File: src/rtl/pcc_pkg.sv
`timescale 1ns / 1ps
// shared constants, tables and the cell word type for the polar/cartesian converter
// used by pcc_pre, pcc_cell, pcc_post and polar_cartesian_convert; no dependencies

package pcc_pkg;

    localparam int ROTATION_STAGES = 18;
    localparam int DISTANCE_BITS   = 18;

    localparam int N_STAGES = (ROTATION_STAGES < 24) ? ROTATION_STAGES : 24;
    localparam int STAGE_W  = $clog2(N_STAGES);

    // field widths
    localparam int RANGE_W = 18;
    localparam int ANGLE_W = 15;
    localparam int COORD_W = 19;
    localparam int INTEN_W = 16;

    // angle units: 1/64 degree in, 2^32 binary units per turn inside
    localparam int TURN_Q    = 23040;
    localparam int QUARTER_Q = TURN_Q / 4;
    localparam int HALF_Q    = TURN_Q / 2;
    localparam int ZB        = 32;
    localparam int Z_W       = ZB + 1;
    localparam int ANG_DIV   = 45;
    localparam int ANG_SHIFT = ZB - 9;

    localparam logic [ANGLE_W-1:0] ANG_TURN     = ANGLE_W'(TURN_Q);
    localparam logic [ANGLE_W-1:0] ANG_QUARTER  = ANGLE_W'(QUARTER_Q);
    localparam logic [ANGLE_W-1:0] ANG_HALF     = ANGLE_W'(HALF_Q);
    localparam logic [ANGLE_W-1:0] ANG_3QUARTER = ANGLE_W'(3 * QUARTER_Q);

    localparam int MAG_W      = $clog2(QUARTER_Q + 1);
    localparam int QUO_W      = $clog2(QUARTER_Q / ANG_DIV + 1);
    localparam int REM_W      = $clog2(ANG_DIV);
    localparam int ZM_W       = QUO_W + ANG_SHIFT;
    localparam int DIV_SHIFT  = 20;
    localparam int DIV_MUL    = ((1 << DIV_SHIFT) + ANG_DIV - 1) / ANG_DIV;
    localparam int DIV_MUL_W  = $clog2(DIV_MUL + 1);
    localparam int DIV_PROD_W = MAG_W + DIV_MUL_W;

    localparam logic [DIV_MUL_W-1:0] DIV_MUL_C = DIV_MUL_W'(DIV_MUL);
    localparam logic [MAG_W-1:0]     ANG_DIV_C = MAG_W'(ANG_DIV);
    localparam logic signed [Z_W-1:0] Z_HALF   = Z_W'(longint'(1) << (ZB - 1));

    // datapath widths
    localparam int FRAC       = 8;
    localparam int CORE_W     = COORD_W + FRAC + 3;
    localparam int GAIN_SPLIT = 15;
    localparam int PROD_W     = CORE_W + GAIN_SPLIT;
    localparam int SUM_W      = PROD_W + 1;
    localparam int RND_SHIFT  = FRAC + GAIN_SPLIT;
    localparam int UNS_W      = SUM_W - RND_SHIFT;
    localparam int SUNS_W     = UNS_W + 1;
    localparam int CMP_W      = ((DISTANCE_BITS + 2 > SUNS_W) ? DISTANCE_BITS + 2 : SUNS_W) + 1;
    localparam int ZP_W       = ZB + ANGLE_W;

    localparam logic signed [CMP_W-1:0] COORD_MAX_C =
        CMP_W'((longint'(1) << DISTANCE_BITS) - 1);
    localparam logic signed [CMP_W-1:0] COORD_MIN_C =
        CMP_W'(-(longint'(1) << DISTANCE_BITS));
    localparam logic [CMP_W-1:0] RANGE_MAX_C =
        CMP_W'((longint'(1) << DISTANCE_BITS) - 1);

    // arctangent of 2^-i in binary angle units
    typedef logic [ZB-1:0] t_atan_full [24];
    typedef logic [ZB-1:0] t_atan_tab [N_STAGES];

    localparam t_atan_full ATAN_FULL = '{
        32'h2000_0000, 32'h12E4_051D, 32'h09FB_385B, 32'h0511_11D4,
        32'h028B_0D43, 32'h0145_D7E1, 32'h00A2_F61E, 32'h0051_7C55,
        32'h0028_BE53, 32'h0014_5F2E, 32'h000A_2F98, 32'h0005_17CC,
        32'h0002_8BE6, 32'h0001_45F3, 32'h0000_A2F9, 32'h0000_517C,
        32'h0000_28BE, 32'h0000_145F, 32'h0000_0A2F, 32'h0000_0517,
        32'h0000_028B, 32'h0000_0145, 32'h0000_00A2, 32'h0000_0051
    };

    function automatic t_atan_tab f_atan_tab();
        t_atan_tab tab;
        for (int i = 0; i < N_STAGES; i++) begin
            tab[i] = ATAN_FULL[i];
        end
        return tab;
    endfunction

    localparam t_atan_tab ATAN_TAB = f_atan_tab();

    // fraction part of the degree to binary angle scaling, one entry per remainder mod 45
    typedef logic [ANG_SHIFT-1:0] t_frac_tab [ANG_DIV];

    function automatic t_frac_tab f_frac_tab();
        t_frac_tab tab;
        for (int b = 0; b < ANG_DIV; b++) begin
            tab[b] = ANG_SHIFT'(((longint'(b) << ANG_SHIFT) + (ANG_DIV / 2)) / ANG_DIV);
        end
        return tab;
    endfunction

    localparam t_frac_tab FRAC_TAB = f_frac_tab();

    // cordic gain: K^2 in Q60, then 1/K in Q30
    function automatic longint unsigned f_gain_sq();
        longint unsigned p;
        p = longint'(1) << 60;
        for (int i = 0; i < N_STAGES; i++) begin
            p = p + (p >> (2 * i));
        end
        return p;
    endfunction

    function automatic longint unsigned f_isqrt(input longint unsigned v);
        longint unsigned rem_v;
        longint unsigned res;
        longint unsigned bit_v;
        rem_v = v;
        res   = 0;
        bit_v = longint'(1) << 62;
        for (int k = 0; k < 32; k++) begin
            if (bit_v > v) begin
                bit_v = bit_v >> 2;
            end
        end
        for (int k = 0; k < 32; k++) begin
            if (bit_v != 0) begin
                if (rem_v >= res + bit_v) begin
                    rem_v = rem_v - (res + bit_v);
                    res   = (res >> 1) + bit_v;
                end else begin
                    res = res >> 1;
                end
                bit_v = bit_v >> 2;
            end
        end
        return res;
    endfunction

    localparam longint unsigned GAIN_ROOT = f_isqrt(f_gain_sq());
    localparam longint unsigned INV_GAIN  = (longint'(1) << 60) / GAIN_ROOT;
    localparam logic [GAIN_SPLIT-1:0] GAIN_HI = GAIN_SPLIT'(INV_GAIN >> GAIN_SPLIT);
    localparam logic [GAIN_SPLIT-1:0] GAIN_LO = GAIN_SPLIT'(INV_GAIN);

    // word handed from cell to cell
    typedef struct packed {
        logic                      kind;
        logic                      neg;
        logic                      origin;
        logic signed [CORE_W-1:0]  x;
        logic signed [CORE_W-1:0]  y;
        logic signed [Z_W-1:0]     z;
        logic [INTEN_W-1:0]        intensity;
    } t_cell;

endpackage

File: src/rtl/pcc_pre.sv
`timescale 1ns / 1ps
// input conditioning: angle folding and scaling to binary angle, half plane fold for xy
// three register stages; depends on pcc_pkg

module pcc_pre (
    input  logic                                 i_clk,
    input  logic                                 i_rst_n,
    input  logic                                 i_valid,
    input  logic                                 i_command,
    input  logic [pcc_pkg::RANGE_W-1:0]          i_range_q,
    input  logic [pcc_pkg::ANGLE_W-1:0]          i_angle_q,
    input  logic signed [pcc_pkg::COORD_W-1:0]   i_x_in_q,
    input  logic signed [pcc_pkg::COORD_W-1:0]   i_y_in_q,
    input  logic [pcc_pkg::INTEN_W-1:0]          i_intensity,
    output logic                                 o_valid,
    output pcc_pkg::t_cell                       o_cell
);

    // stage 1
    logic [pcc_pkg::ANGLE_W-1:0]        w_angle;
    logic [pcc_pkg::ANGLE_W-1:0]        w_diff;
    logic [pcc_pkg::RANGE_W-1:0]        n_s1_range;
    logic [pcc_pkg::MAG_W-1:0]          n_s1_mag;
    logic                               n_s1_tneg;
    logic                               n_s1_neg;
    logic signed [pcc_pkg::COORD_W:0]   w_xe;
    logic signed [pcc_pkg::COORD_W:0]   w_ye;
    logic signed [pcc_pkg::COORD_W:0]   n_s1_cx;
    logic signed [pcc_pkg::COORD_W:0]   n_s1_cy;

    logic                               r_s1_valid;
    logic                               r_s1_kind;
    logic [pcc_pkg::RANGE_W-1:0]        r_s1_range;
    logic [pcc_pkg::MAG_W-1:0]          r_s1_mag;
    logic                               r_s1_tneg;
    logic                               r_s1_neg;
    logic signed [pcc_pkg::COORD_W:0]   r_s1_cx;
    logic signed [pcc_pkg::COORD_W:0]   r_s1_cy;
    logic                               r_s1_zflip;
    logic                               r_s1_origin;
    logic [pcc_pkg::INTEN_W-1:0]        r_s1_inten;

    // stage 2
    logic [pcc_pkg::DIV_PROD_W-1:0]     w_quo_prod;
    logic                               r_s2_valid;
    logic                               r_s2_kind;
    logic [pcc_pkg::RANGE_W-1:0]        r_s2_range;
    logic [pcc_pkg::MAG_W-1:0]          r_s2_mag;
    logic [pcc_pkg::QUO_W-1:0]          r_s2_quo;
    logic                               r_s2_tneg;
    logic                               r_s2_neg;
    logic signed [pcc_pkg::COORD_W:0]   r_s2_cx;
    logic signed [pcc_pkg::COORD_W:0]   r_s2_cy;
    logic                               r_s2_zflip;
    logic                               r_s2_origin;
    logic [pcc_pkg::INTEN_W-1:0]        r_s2_inten;

    // stage 3
    logic [pcc_pkg::MAG_W-1:0]          w_q45;
    logic [pcc_pkg::MAG_W-1:0]          w_rem_full;
    logic [pcc_pkg::REM_W-1:0]          w_rem;
    logic [pcc_pkg::ZM_W-1:0]           w_zmag;
    logic signed [pcc_pkg::Z_W-1:0]     w_zpos;
    pcc_pkg::t_cell                     n_cell;
    pcc_pkg::t_cell                     r_cell;
    logic                               r_valid;

    always_comb begin
        if ({{(pcc_pkg::CMP_W-pcc_pkg::RANGE_W){1'b0}}, i_range_q} > pcc_pkg::RANGE_MAX_C) begin
            n_s1_range = pcc_pkg::RANGE_MAX_C[pcc_pkg::RANGE_W-1:0];
        end else begin
            n_s1_range = i_range_q;
        end

        w_angle = (i_angle_q >= pcc_pkg::ANG_TURN) ? i_angle_q - pcc_pkg::ANG_TURN : i_angle_q;

        // fold into [-90, 90] degrees; the middle half turn flips the result sign
        priority if (w_angle <= pcc_pkg::ANG_QUARTER) begin
            w_diff    = w_angle;
            n_s1_tneg = 1'b0;
            n_s1_neg  = 1'b0;
        end else if (w_angle <= pcc_pkg::ANG_3QUARTER) begin
            n_s1_neg = 1'b1;
            if (w_angle < pcc_pkg::ANG_HALF) begin
                w_diff    = pcc_pkg::ANG_HALF - w_angle;
                n_s1_tneg = 1'b1;
            end else begin
                w_diff    = w_angle - pcc_pkg::ANG_HALF;
                n_s1_tneg = 1'b0;
            end
        end else begin
            w_diff    = pcc_pkg::ANG_TURN - w_angle;
            n_s1_tneg = 1'b1;
            n_s1_neg  = 1'b0;
        end
        n_s1_mag = w_diff[pcc_pkg::MAG_W-1:0];

        // left half plane: rotate by half a turn first
        w_xe = $signed({i_x_in_q[pcc_pkg::COORD_W-1], i_x_in_q});
        w_ye = $signed({i_y_in_q[pcc_pkg::COORD_W-1], i_y_in_q});
        if (i_x_in_q[pcc_pkg::COORD_W-1]) begin
            n_s1_cx = -w_xe;
            n_s1_cy = -w_ye;
        end else begin
            n_s1_cx = w_xe;
            n_s1_cy = w_ye;
        end
    end

    always_ff @(posedge i_clk) begin
        if (!i_rst_n) begin
            r_s1_valid <= 1'b0;
        end else begin
            r_s1_valid <= i_valid;
        end
    end

    always_ff @(posedge i_clk) begin
        r_s1_kind   <= i_command;
        r_s1_range  <= n_s1_range;
        r_s1_mag    <= n_s1_mag;
        r_s1_tneg   <= n_s1_tneg;
        r_s1_neg    <= n_s1_neg;
        r_s1_cx     <= n_s1_cx;
        r_s1_cy     <= n_s1_cy;
        r_s1_zflip  <= i_x_in_q[pcc_pkg::COORD_W-1];
        r_s1_origin <= (i_x_in_q == '0) && (i_y_in_q == '0);
        r_s1_inten  <= i_intensity;
    end

    // quotient by 45 through a reciprocal multiply, exact over the folded range
    assign w_quo_prod = {{pcc_pkg::DIV_MUL_W{1'b0}}, r_s1_mag}
                      * {{pcc_pkg::MAG_W{1'b0}}, pcc_pkg::DIV_MUL_C};

    always_ff @(posedge i_clk) begin
        if (!i_rst_n) begin
            r_s2_valid <= 1'b0;
        end else begin
            r_s2_valid <= r_s1_valid;
        end
    end

    always_ff @(posedge i_clk) begin
        r_s2_kind   <= r_s1_kind;
        r_s2_range  <= r_s1_range;
        r_s2_mag    <= r_s1_mag;
        r_s2_quo    <= w_quo_prod[pcc_pkg::DIV_SHIFT +: pcc_pkg::QUO_W];
        r_s2_tneg   <= r_s1_tneg;
        r_s2_neg    <= r_s1_neg;
        r_s2_cx     <= r_s1_cx;
        r_s2_cy     <= r_s1_cy;
        r_s2_zflip  <= r_s1_zflip;
        r_s2_origin <= r_s1_origin;
        r_s2_inten  <= r_s1_inten;
    end

    always_comb begin
        w_q45      = {{(pcc_pkg::MAG_W-pcc_pkg::QUO_W){1'b0}}, r_s2_quo} * pcc_pkg::ANG_DIV_C;
        w_rem_full = r_s2_mag - w_q45;
        w_rem      = w_rem_full[pcc_pkg::REM_W-1:0];
        w_zmag     = {r_s2_quo, {pcc_pkg::ANG_SHIFT{1'b0}}}
                   + {{pcc_pkg::QUO_W{1'b0}}, pcc_pkg::FRAC_TAB[w_rem]};
        w_zpos     = $signed({{(pcc_pkg::Z_W-pcc_pkg::ZM_W){1'b0}}, w_zmag});

        n_cell           = r_cell;
        n_cell.kind      = r_s2_kind;
        n_cell.intensity = r_s2_inten;
        if (!r_s2_kind) begin
            n_cell.neg    = r_s2_neg;
            n_cell.origin = 1'b0;
            n_cell.x      = $signed({{(pcc_pkg::CORE_W-pcc_pkg::RANGE_W-pcc_pkg::FRAC){1'b0}},
                                     r_s2_range, {pcc_pkg::FRAC{1'b0}}});
            n_cell.y      = '0;
            n_cell.z      = r_s2_tneg ? -w_zpos : w_zpos;
        end else begin
            n_cell.neg    = 1'b0;
            n_cell.origin = r_s2_origin;
            n_cell.x      = $signed({{(pcc_pkg::CORE_W-pcc_pkg::COORD_W-1-pcc_pkg::FRAC)
                                      {r_s2_cx[pcc_pkg::COORD_W]}},
                                     r_s2_cx, {pcc_pkg::FRAC{1'b0}}});
            n_cell.y      = $signed({{(pcc_pkg::CORE_W-pcc_pkg::COORD_W-1-pcc_pkg::FRAC)
                                      {r_s2_cy[pcc_pkg::COORD_W]}},
                                     r_s2_cy, {pcc_pkg::FRAC{1'b0}}});
            n_cell.z      = r_s2_zflip ? pcc_pkg::Z_HALF : '0;
        end
    end

    always_ff @(posedge i_clk) begin
        if (!i_rst_n) begin
            r_valid <= 1'b0;
        end else begin
            r_valid <= r_s2_valid;
        end
    end

    always_ff @(posedge i_clk) begin
        r_cell <= n_cell;
    end

    assign o_valid = r_valid;
    assign o_cell  = r_cell;

endmodule

File: config.mk
export PLATFORM = sky130hd
export DESIGN_NAME = pcc_pre
export DESIGN_NICKNAME = d
export VERILOG_FILES = /design/src/rtl/pcc_pkg.sv /design/src/rtl/pcc_pre.sv
export SDC_FILE = /design/constraint.sdc
export NUM_CORES = 1
export LEC_CHECK = 0
export BUFFER_PORTS_ARGS = -buffer_cell sky130_fd_sc_hd__clkbuf_2
export CAP_MARGIN = 25
export CORE_MARGIN = 10
export CORE_UTILIZATION = 51
export DETAILED_ROUTE_END_ITERATION = 10
export PLACE_DENSITY = 0.76
export SYNTH_ARGS = -nofsm -noshare
export SYNTH_HDL_FRONTEND = slang
export SYNTH_SLANG_ARGS = --single-unit
File: constraint.sdc
create_clock -name i_clk -period 4.6 [get_ports i_clk]
set_input_delay 0.46 -clock i_clk [delete_from_list [all_inputs] [get_ports i_clk]]
set_output_delay 0.46 -clock i_clk [all_outputs]
set_load 0.05 [all_outputs]
==> impl_metrics.json, run 1 <==
{
  "gp_congestion": 0.9062,
  "synth_top_area_cell": "dfxtp_1",
  "synthSimpleGateAreaFrac_pct": 11.74,
  "critPathMaxFanout": 2,
  "die_w_um": 178.4,
  "ant_nets": 0,
  "grt_max_degree": 42,
  "grt_remaining_overflow": 0,
  "skew_ns": 0.008363,
  "wl_um": 31290,
  "synth_compound_area_share_pct": 10.59,
  "fill_cells": 1969,
  "core.rowCount": 57,
  "fin_nets": 1750,
  "critical_path_class": "reg2reg",
  "antenna_found_initial": 0,
  "place_hpwl_um": 23220,
  "crit_path_end_kind": "flip-flop",
  "via_per_inst": 5.222,
  "synthMostInstantiatedCell": "dfxtp_1",
  "die_area_um2": 31840,
  "io_buffers": 187,
  "synthTopCellsByCount": "280 x dfxtp_1, 121 x ha_1, 116 x inv_1",
  "rsz0062_at_grt": "true",
  "synthCells": 1229,
  "hp-class": "in2reg",
  "synth.area.mux_share_pct": 3.783,
  "drc_errors": 0,
  "yosysWarnings": 0,
  "slew_headroom_pct": 38.32,
  "firstDrtPassIters": 5,
  "clkLatencyLatePin_ns": 0.52,
  "cts_sinks": 280,
  "io_pins": 204,
  "via_count": 9598,
  "initial_core_util_pct": 52.18,
  "required_ns": 5.05,
  "layout-drive-gt1-share_pct": 28.73,
  "yosys_register_bits": 280,
  "fin_crit_ns": 4.534,
  "yosys.area_share.xor_xnor_pct": 5.542,
  "hold_viol_final": 0,
  "status": "finished clean",
  "grt_pass1_vias": 9778,
  "synth-edff-count": 0,
  "synthArstFlopShare_pct": 0,
  "grt_pass1_wl_um": 48120,
  "drt_iter0_drc": 585,
  "synth_top_family_by_area": "adder cells",
  "fin_crit_sh_pct": 98.57,
  "ys_types": 73,
  "setup_viol": 0,
  "synth_area_leaders": "dfxtp_1 44%, ha_1 12%, fa_1 6.7%, xnor2_1 4.3%, inv_1 3.4%",
  "cts_buffer_depth": 3,
  "core_area_um2": 24530,
  "synth_top_flop_cell": "dfxtp_1",
  "antennaDiodeCount": 0,
  "clkTransAtPathRegs_ns": 0.07,
  "syn_area_per_cell_um2": 10.42,
  "tightest_slew_ns": 0.9239,
  "synth_top_area_share_pct": 43.79,
  "synthesis.area_um2": 12800,
  "fmax_mhz": 220.5,
  "die-height_um": 178.4,
  "grt_usage_pct": 18.29,
  "cts_buffers": 27,
  "ys_seq_area_share_pct": 43.79,
  "synthAdderAreaFrac_pct": 18.55,
  "cts.hold.buffers_added": 0,
  "area_growth_pct": 24.80,
  "wire_per_inst_um": 17.02,
  "post-route-util_pct": 65.12,
  "reg2reg_slack_ns": 0.07,
  "worstSetupStartpointType": "flip-flop",
  "tritoncts": "done",
  "cts-root-buf": "clkbuf_16",
  "maxSlewViolCount": 0,
  "worst_ep_arrival_time_ns": 4.98,
  "h-tree-depth": 1,
  "cap_violations": 0
}
[worst max-delay path, stage by stage, from the launching register on]
cell and delay, ns:
dfxtp_2 0.33, inv_2 0.04, ha_4 0.26, inv_4 0.03, fa_2 0.59, ha_4 0.22
fa_1 0.53, inv_1 0.05, fa_1 0.49, inv_2 0.05, ha_4 0.21, a21o_1 0.15
a21o_1 0.17, a21oi_2 0.16, o211ai_1 0.18, a21boi_4 0.21, o31ai_4 0.09, or3_4 0.37
a31oi_4 0.18, xnor2_1 0.13
[through the flow]
step / TNS [ns] / hold slack (ns) / setup WS, ns / instances / area (µm²)
after floorplan: -0.01118 / 0.3096 / -0.01118 / 1245 / 12880
after global placement: -0.09910 / 0.3100 / -0.04149 / 1767 / 14450
after detailed placement: -1.211 / 0.3121 / -0.1964 / 1767 / 14450
after CTS: -0.01498 / 0.01526 / -0.01498 / 1821 / 15470
after global routing: -0.2659 / 0.01122 / -0.07384 / 1838 / 15980
final: 0 / 0.03066 / 0.06573 / 1838 / 15980
[sequential cells by signal, summed over array words and instances, names as in the netlist, 6 cells and up]
signal and cells:
o_cell 92, r_s2_quo 8, r_s1_range 18, r_s2_cx 20
r_s2_range 18, r_s1_cy 20, r_s2_cy 20, r_s2_mag 6
r_s2_inten 16, r_s1_inten 16, r_s1_cx 20, r_s1_mag 13
[final cells by class]
cell class	count	area [µm²]	share of cell area [%]
clock inverters	13	158.9	0.9947
inverters	117	441.7	2.765
clock buffers	35	765.7	4.793
multi-input cells	789	6904	43.22
repair buffers	280	1682	10.53
well taps	324	405.4	2.538
flip-flops and latches	280	5618	35.17
[kinds of logic (layout without fill, tap and decap cells)]
logic type	count (synthesis)	in the layout
compound gates	198	198
xor+xnor	77	77
fa+ha+maj	164	164
buf+inv	176	445
flops	280	280
mux	40	40
other cells	1	17
simple gates	293	293
[cell usage in the layout, fill, tap and decap left out, types with 10 or more instances in the layout]
master	Yosys	layout
buf_4	23	87
a21oi_1	35	27
clkbuf_16	0	27
mux2_2	20	20
o21ai_0	42	41
nor2_1	52	51
dfxtp_1	280	274
ha_4	0	12
ha_1	121	104
inv_1	116	109
mux2i_1	13	13
clkbuf_2	0	187
nand3_1	29	28
xnor2_1	63	58
fa_1	43	39
conb_1	1	17
nand2_1	79	78
nand4_1	15	15
o31ai_1	20	19
nor3_1	16	15
a21o_1	10	10
and2_1	32	32
or3_1	15	13
[final timing paths]
kind,to,startpoint,cells after the start
setup / recovery,r_s2_quo[7],r_s1_mag[2],19
hold / removal,r_s1_range[15],i_range_q[15],1
setup reg to reg,r_s2_quo[7],r_s1_mag[2],19
hold reg to reg,r_s2_cx[17],r_s1_cx[17],0
[routing by layer]
metal  wire [µm]  track usage, %  vias to the layer above
li1            -               -                     4728
met1       12380           21.37                     4522
met2       16180           33.35                      292
met3        1894           3.340                       56
met4         838           5.236                        0
met5           0               0                        -
[repair_timing]
action / 4_1_cts / 5_1_grt
setup endpoints to repair: 20 / 29
pin swaps: 10 / 35
setup buffers: 6 / 16
gates cloned: 0 / 1
gates resized for setup: 12 / 71
Power of run 1 is left out: the tool's default activity adds up to more than one toggle a clock period on the data nets, which glitch-free logic cannot reach.
==> run 2: changes to the inputs <==
- MAX_ROUTING_LAYER: not set -> met4
- SLEW_MARGIN: not set -> 5
==> impl_metrics.json, run 2 (synthesis results as in run 1) <==
{
  "status": "finished clean",
  "slew_headroom_pct": 35.77,
  "io_buffers": 187,
  "grtUsageMet1_pct": 22.33,
  "holdPathStages": 1,
  "grt_usage_pct": 19.09,
  "postLayoutSetupSlackWorst_ns": 0.08273,
  "maxSlewViolCount": 0,
  "cts_sinks": 280,
  "largest_register_ffs": 92,
  "tightest_slew_ns": 0.9621,
  "initial_core_util_pct": 52.18,
  "min_to": "r_s1_inten[10]",
  "grt_remaining_overflow": 0,
  "io_pins": 204,
  "r2r_cells": 19,
  "antenna_found_initial": 0,
  "worst_ep_arrival_time_ns": 4.98,
  "reg2reg_slack_ns": 0.08,
  "hold_start": "i_intensity[10]",
  "wire_per_inst_um": 16.72,
  "grt_max_degree": 42,
  "area_growth_pct": 24.28,
  "regArea_um2": 5613,
  "fin_crit_ns": 4.517,
  "crit_path_end_kind": "flip-flop",
  "skew_ns": 0.01137,
  "ant_nets": 0,
  "clkTransAtPathRegs_ns": 0.06,
  "tritoncts": "done",
  "mostFrequentLayoutCell": "dfxtp_1",
  "cts_buffers": 28,
  "drc_errors": 0,
  "layout.cells.most_common_list": "276 x dfxtp_1, 187 x clkbuf_2, 111 x inv_1, 109 x ha_1, 93 x buf_4",
  "die_area_um2": 31840,
  "place_hpwl_um": 23650,
  "die-height_um": 178.4,
  "clkLatencyLatePin_ns": 0.53,
  "multi_input_area_um2": 6872,
  "drt_iter0_drc": 607,
  "core.rowCount": 57,
  "top_usage_layer": "met2",
  "worstSetupStartpointType": "flip-flop",
  "fin_crit_sh_pct": 98.20,
  "fill_cells": 1963,
  "fmax_mhz": 221.4,
  "required_ns": 5.06,
  "crit-reg2reg-launch": "r_s1_mag[6]",
  "r2r-end": "r_s2_quo[7]",
  "via_per_inst": 5.203,
  "grtUsageMet3_pct": 2.643,
  "gp_congestion": 0.8897,
  "rsz0062_at_grt": "true",
  "critical_path_class": "reg2reg",
  "hp-class": "in2reg",
  "core_area_um2": 24530,
  "layout-drive-gt1-share_pct": 27.91,
  "cap_violations": 0,
  "grt_pass1_wl_um": 48540,
  "grt_pass1_vias": 9624,
  "critPathMaxFanout": 3,
  "fin_nets": 1756,
  "via_count": 9589,
  "firstDrtPassIters": 5,
  "h-tree-depth": 1,
  "hold_viol_final": 0,
  "met2_usage_pct": 33.46,
  "cts_buffer_depth": 3,
  "antennaDiodeCount": 0,
  "place_ws_ns": -0.1942,
  "die_w_um": 178.4,
  "setup_viol": 0,
  "cts-root-buf": "clkbuf_16",
  "wl_um": 30820
}
[run 2: cell types whose count changed in the layout (fill, tap and decap cells not counted), sizes merged]
cell           delta
clkinv            +7
bufinv            -1
clkdlybuf4s15     -1
clkinvlp          -2
clkbuf            +1
inv               -5
buf               +6
[run 2: final cells by class]
class	instances	area share, %
multi-input combinational	789	43.19
sequential	280	35.28
tap	324	2.548
clock buffer	36	4.782
inverter	117	2.761
clock inverter	12	0.7786
timing repair buffer	285	10.66
[run 2: timing repair]
| item | 4_1_cts | 5_1_grt |
|---|---|---|
| hold buffers | 0 | 0 |
| buffers inserted | 3 | 6 |
| setup endpoints to repair | 23 | 27 |
| gates resized for setup | 32 | 40 |
| pin swaps | 22 | 19 |
| gates cloned | 1 | 1 |
[run 2: how the worst max path moves through the flow]
stage / startpoint / endpoint / slack [ns]
6_report: r_s1_mag[6] / r_s2_quo[7] / 0.08
5_1_grt: r_s1_mag[6] / r_s2_quo[7] / -0.05
4_1_cts: r_s1_mag[5] / r_s2_quo[7] / 0.002
3_5_place_dp: r_s2_quo[2] / o_cell[34] / -0.19
3_3_place_gp: r_s2_quo[2] / o_cell[39] / -0.09
2_1_floorplan: r_s2_quo[0] / o_cell[26] / -0.01
[run 2: worst max-delay path, cell delays in order, from the launching register on]
cell and delay [ns]:
dfxtp_4 0.36, buf_4 0.15, ha_2 0.18, ha_1 0.27, inv_1 0.05, fa_1 0.47, inv_1 0.06, fa_1 0.53
inv_1 0.05, fa_1 0.52, inv_2 0.06, ha_4 0.21, a21o_1 0.18, a21oi_2 0.19, o211ai_1 0.20, a21boi_4 0.20
o31ai_2 0.09, or3_4 0.36, a31oi_4 0.18, xnor2_1 0.13
[run 2: per-stage QoR]
stage / cells / area (µm²) / hold WS (ns) / setup TNS, ns / util (%)
2_1_floorplan: 1245 / 12880 / 0.3096 / -0.01118 / -
3_3_place_gp: 1784 / 14570 / 0.3100 / -0.3659 / 59.37
3_5_place_dp: 1784 / 14570 / 0.3121 / -2.192 / 59.37
4_1_cts: 1836 / 15630 / 0.002119 / 0 / 63.70
5_1_grt: 1843 / 15910 / 0.004640 / -0.06228 / 64.85
6_report: 1843 / 15910 / 0.02434 / 0 / 64.85
[run 2: metal layers]
metal	up-vias	part of all wire, %
met5	-	0
met1	4495	41
met4	0	3.2
met2	283	51
li1	4736	-
met3	75	4.9
Power of run 2 is left out for the same reason.
==> run 3: changes to the inputs <==
- CORE_UTILIZATION: 51 -> 53
- CTS_BUF_LIST: not set -> sky130_fd_sc_hd__clkbuf_4
- PLACE_DENSITY: 0.76 -> 0.78
==> impl_metrics.json, run 3 (synthesis results as in run 1) <==
{
  "grtUsageMet3_pct": 4.632,
  "via_per_inst": 5.169,
  "via_count": 10070,
  "fin_crit_sh_pct": 100.0,
  "grtUsageMet1_pct": 22.89,
  "core.rowCount": 56,
  "top_usage_layer": "met2",
  "grt_remaining_overflow": 0,
  "cts_buffers": 70,
  "cts_buffer_depth": 3,
  "h-tree-depth": 3,
  "gp_congestion": 0.9183,
  "largest_register_ffs": 92,
  "grt_pass1_vias": 10430,
  "antenna_found_initial": 1,
  "cp_slowest_cell": "fa_2",
  "die_area_um2": 30770,
  "hold_ws_ns": 0.05181,
  "min_to": "r_s1_cy[4]",
  "io_buffers": 187,
  "place_hpwl_um": 23510,
  "met2_usage_pct": 36.75,
  "r2r_cells": 19,
  "core_area_um2": 23610,
  "clkTransAtPathRegs_ns": 0.06,
  "drc_errors": 0,
  "wire_per_inst_um": 16.98,
  "rsz0062_at_grt": "true",
  "initial_core_util_pct": 54.21,
  "layout-drive-gt1-share_pct": 29.75,
  "cts-root-buf": "clkbuf_4",
  "io_pins": 204,
  "grt_max_degree": 42,
  "fin_crit_ns": 4.601,
  "cp.buffers_inverters": 4,
  "setup_viol": 1,
  "reg2reg_slack_ns": -0.001,
  "firstDrtPassIters": 5,
  "fin_nets": 1837,
  "worstSetupStartpointType": "flip-flop",
  "hold_start": "i_y_in_q[4]",
  "max_stage_delay_ns": 0.58,
  "critPathMaxFanout": 2,
  "grt_usage_pct": 21.13,
  "layout.cells.most_common_list": "273 x dfxtp_1, 187 x clkbuf_2, 111 x inv_1, 106 x ha_1, 103 x clkbuf_4",
  "violations": "setup timing",
  "wl_um": 33080,
  "tightest_slew_ns": 0.9568,
  "hold_viol_final": 0,
  "holdPathStages": 2,
  "area_growth_pct": 27.78,
  "maxSlewViolCount": 0,
  "cap_violations": 0,
  "grt_pass1_wl_um": 51840,
  "slew_headroom_pct": 36.13,
  "fmax_mhz": 217.3,
  "drt_iter0_drc": 611,
  "critical_path_class": "reg2reg",
  "worst_ep_arrival_time_ns": 5.19,
  "status": "finished with violations",
  "hp-class": "in2reg",
  "clkLatencyLatePin_ns": 0.66,
  "r2r-end": "r_s2_quo[7]",
  "crit_path_end_kind": "flip-flop",
  "cts_sinks": 280,
  "die-height_um": 175.4,
  "skew_ns": 0.04704,
  "postLayoutSetupSlackWorst_ns": -0.001103,
  "die_w_um": 175.4,
  "tritoncts": "done",
  "crit-reg2reg-launch": "r_s1_mag[2]",
  "ant_nets": 0,
  "required_ns": 5.18,
  "mostFrequentLayoutCell": "dfxtp_1",
  "cp_cell_sequence": "inv_2 > ha_4 > inv_2 > fa_2 > ha_4 > fa_1 > inv_1 > fa_1 > inv_2 > ha_4 > a21o_1 > a21o_1 > a21oi_2 > o211ai_1 > a21boi_4 > o31ai_4 > or3_1 > a31oi_1 > xnor2_1",
  "crit_family": "adder cells"
}
run 3: what timing repair did:
item | 4_1_cts | 5_1_grt
buffers inserted | 2 | 2
endpoints found under the setup margin | 8 | 24
hold buffers | 51 | 4
gates resized for setup | 16 | 59
gates cloned | 1 | 1
hold endpoints to repair | 51 | 5
pin swaps | 12 | 20
run 3: how the worst max path moves through the flow:
stage                 startpoint          end  slack, ns  cells past startpoint
finish               r_s1_mag[2]  r_s2_quo[7]     -0.001                     19
global route         r_s1_mag[2]  r_s2_quo[7]      -0.13                     19
CTS                  r_s1_mag[4]  r_s2_quo[7]      0.008                     18
detailed placement  r_s1_mag[11]  r_s2_quo[7]      -0.21                     19
global placement    r_s1_mag[11]  r_s2_quo[7]      -0.07                     19
floorplan            r_s2_quo[0]   o_cell[26]      -0.01                     17
run 3: per-stage QoR:
| stage | setup TNS [ns] | setup slack (ns) | std cells | util [%] | instance area [µm²] |
|---|---|---|---|---|---|
| 2_1_floorplan | -0.01118 | -0.01118 | 1245 | - | 12880 |
| 5_1_grt | -0.1358 | -0.1271 | 1947 | 69.26 | 16350 |
| 4_1_cts | 0 | 0.008365 | 1939 | 67.68 | 15980 |
| 3_3_place_gp | -0.06739 | -0.06739 | 1768 | 61.25 | 14460 |
| 6_report | -0.001103 | -0.001103 | 1948 | 69.27 | 16360 |
| 3_5_place_dp | -0.3523 | -0.2064 | 1768 | 61.25 | 14460 |
run 3: final cells by class:
| class | count | area [µm²] |
|---|---|---|
| fill | 1755 | 7256 |
| multi-input combinational | 789 | 6887 |
| sequential | 280 | 5617 |
| timing repair buffer | 324 | 2115 |
| clock buffer | 103 | 773.2 |
| inverter | 117 | 439.2 |
| tap | 319 | 399.1 |
| clock inverter | 14 | 122.6 |
| antenna | 2 | 5.005 |
run 3: per-layer routing:
metal | up-vias | wire length (µm)
li1 | 4932 | -
met1 | 4734 | 13200
met2 | 315 | 17080
met3 | 89 | 1706
met4 | 0 | 1097
met5 | - | 0
Power of run 3 is left out for the same reason.
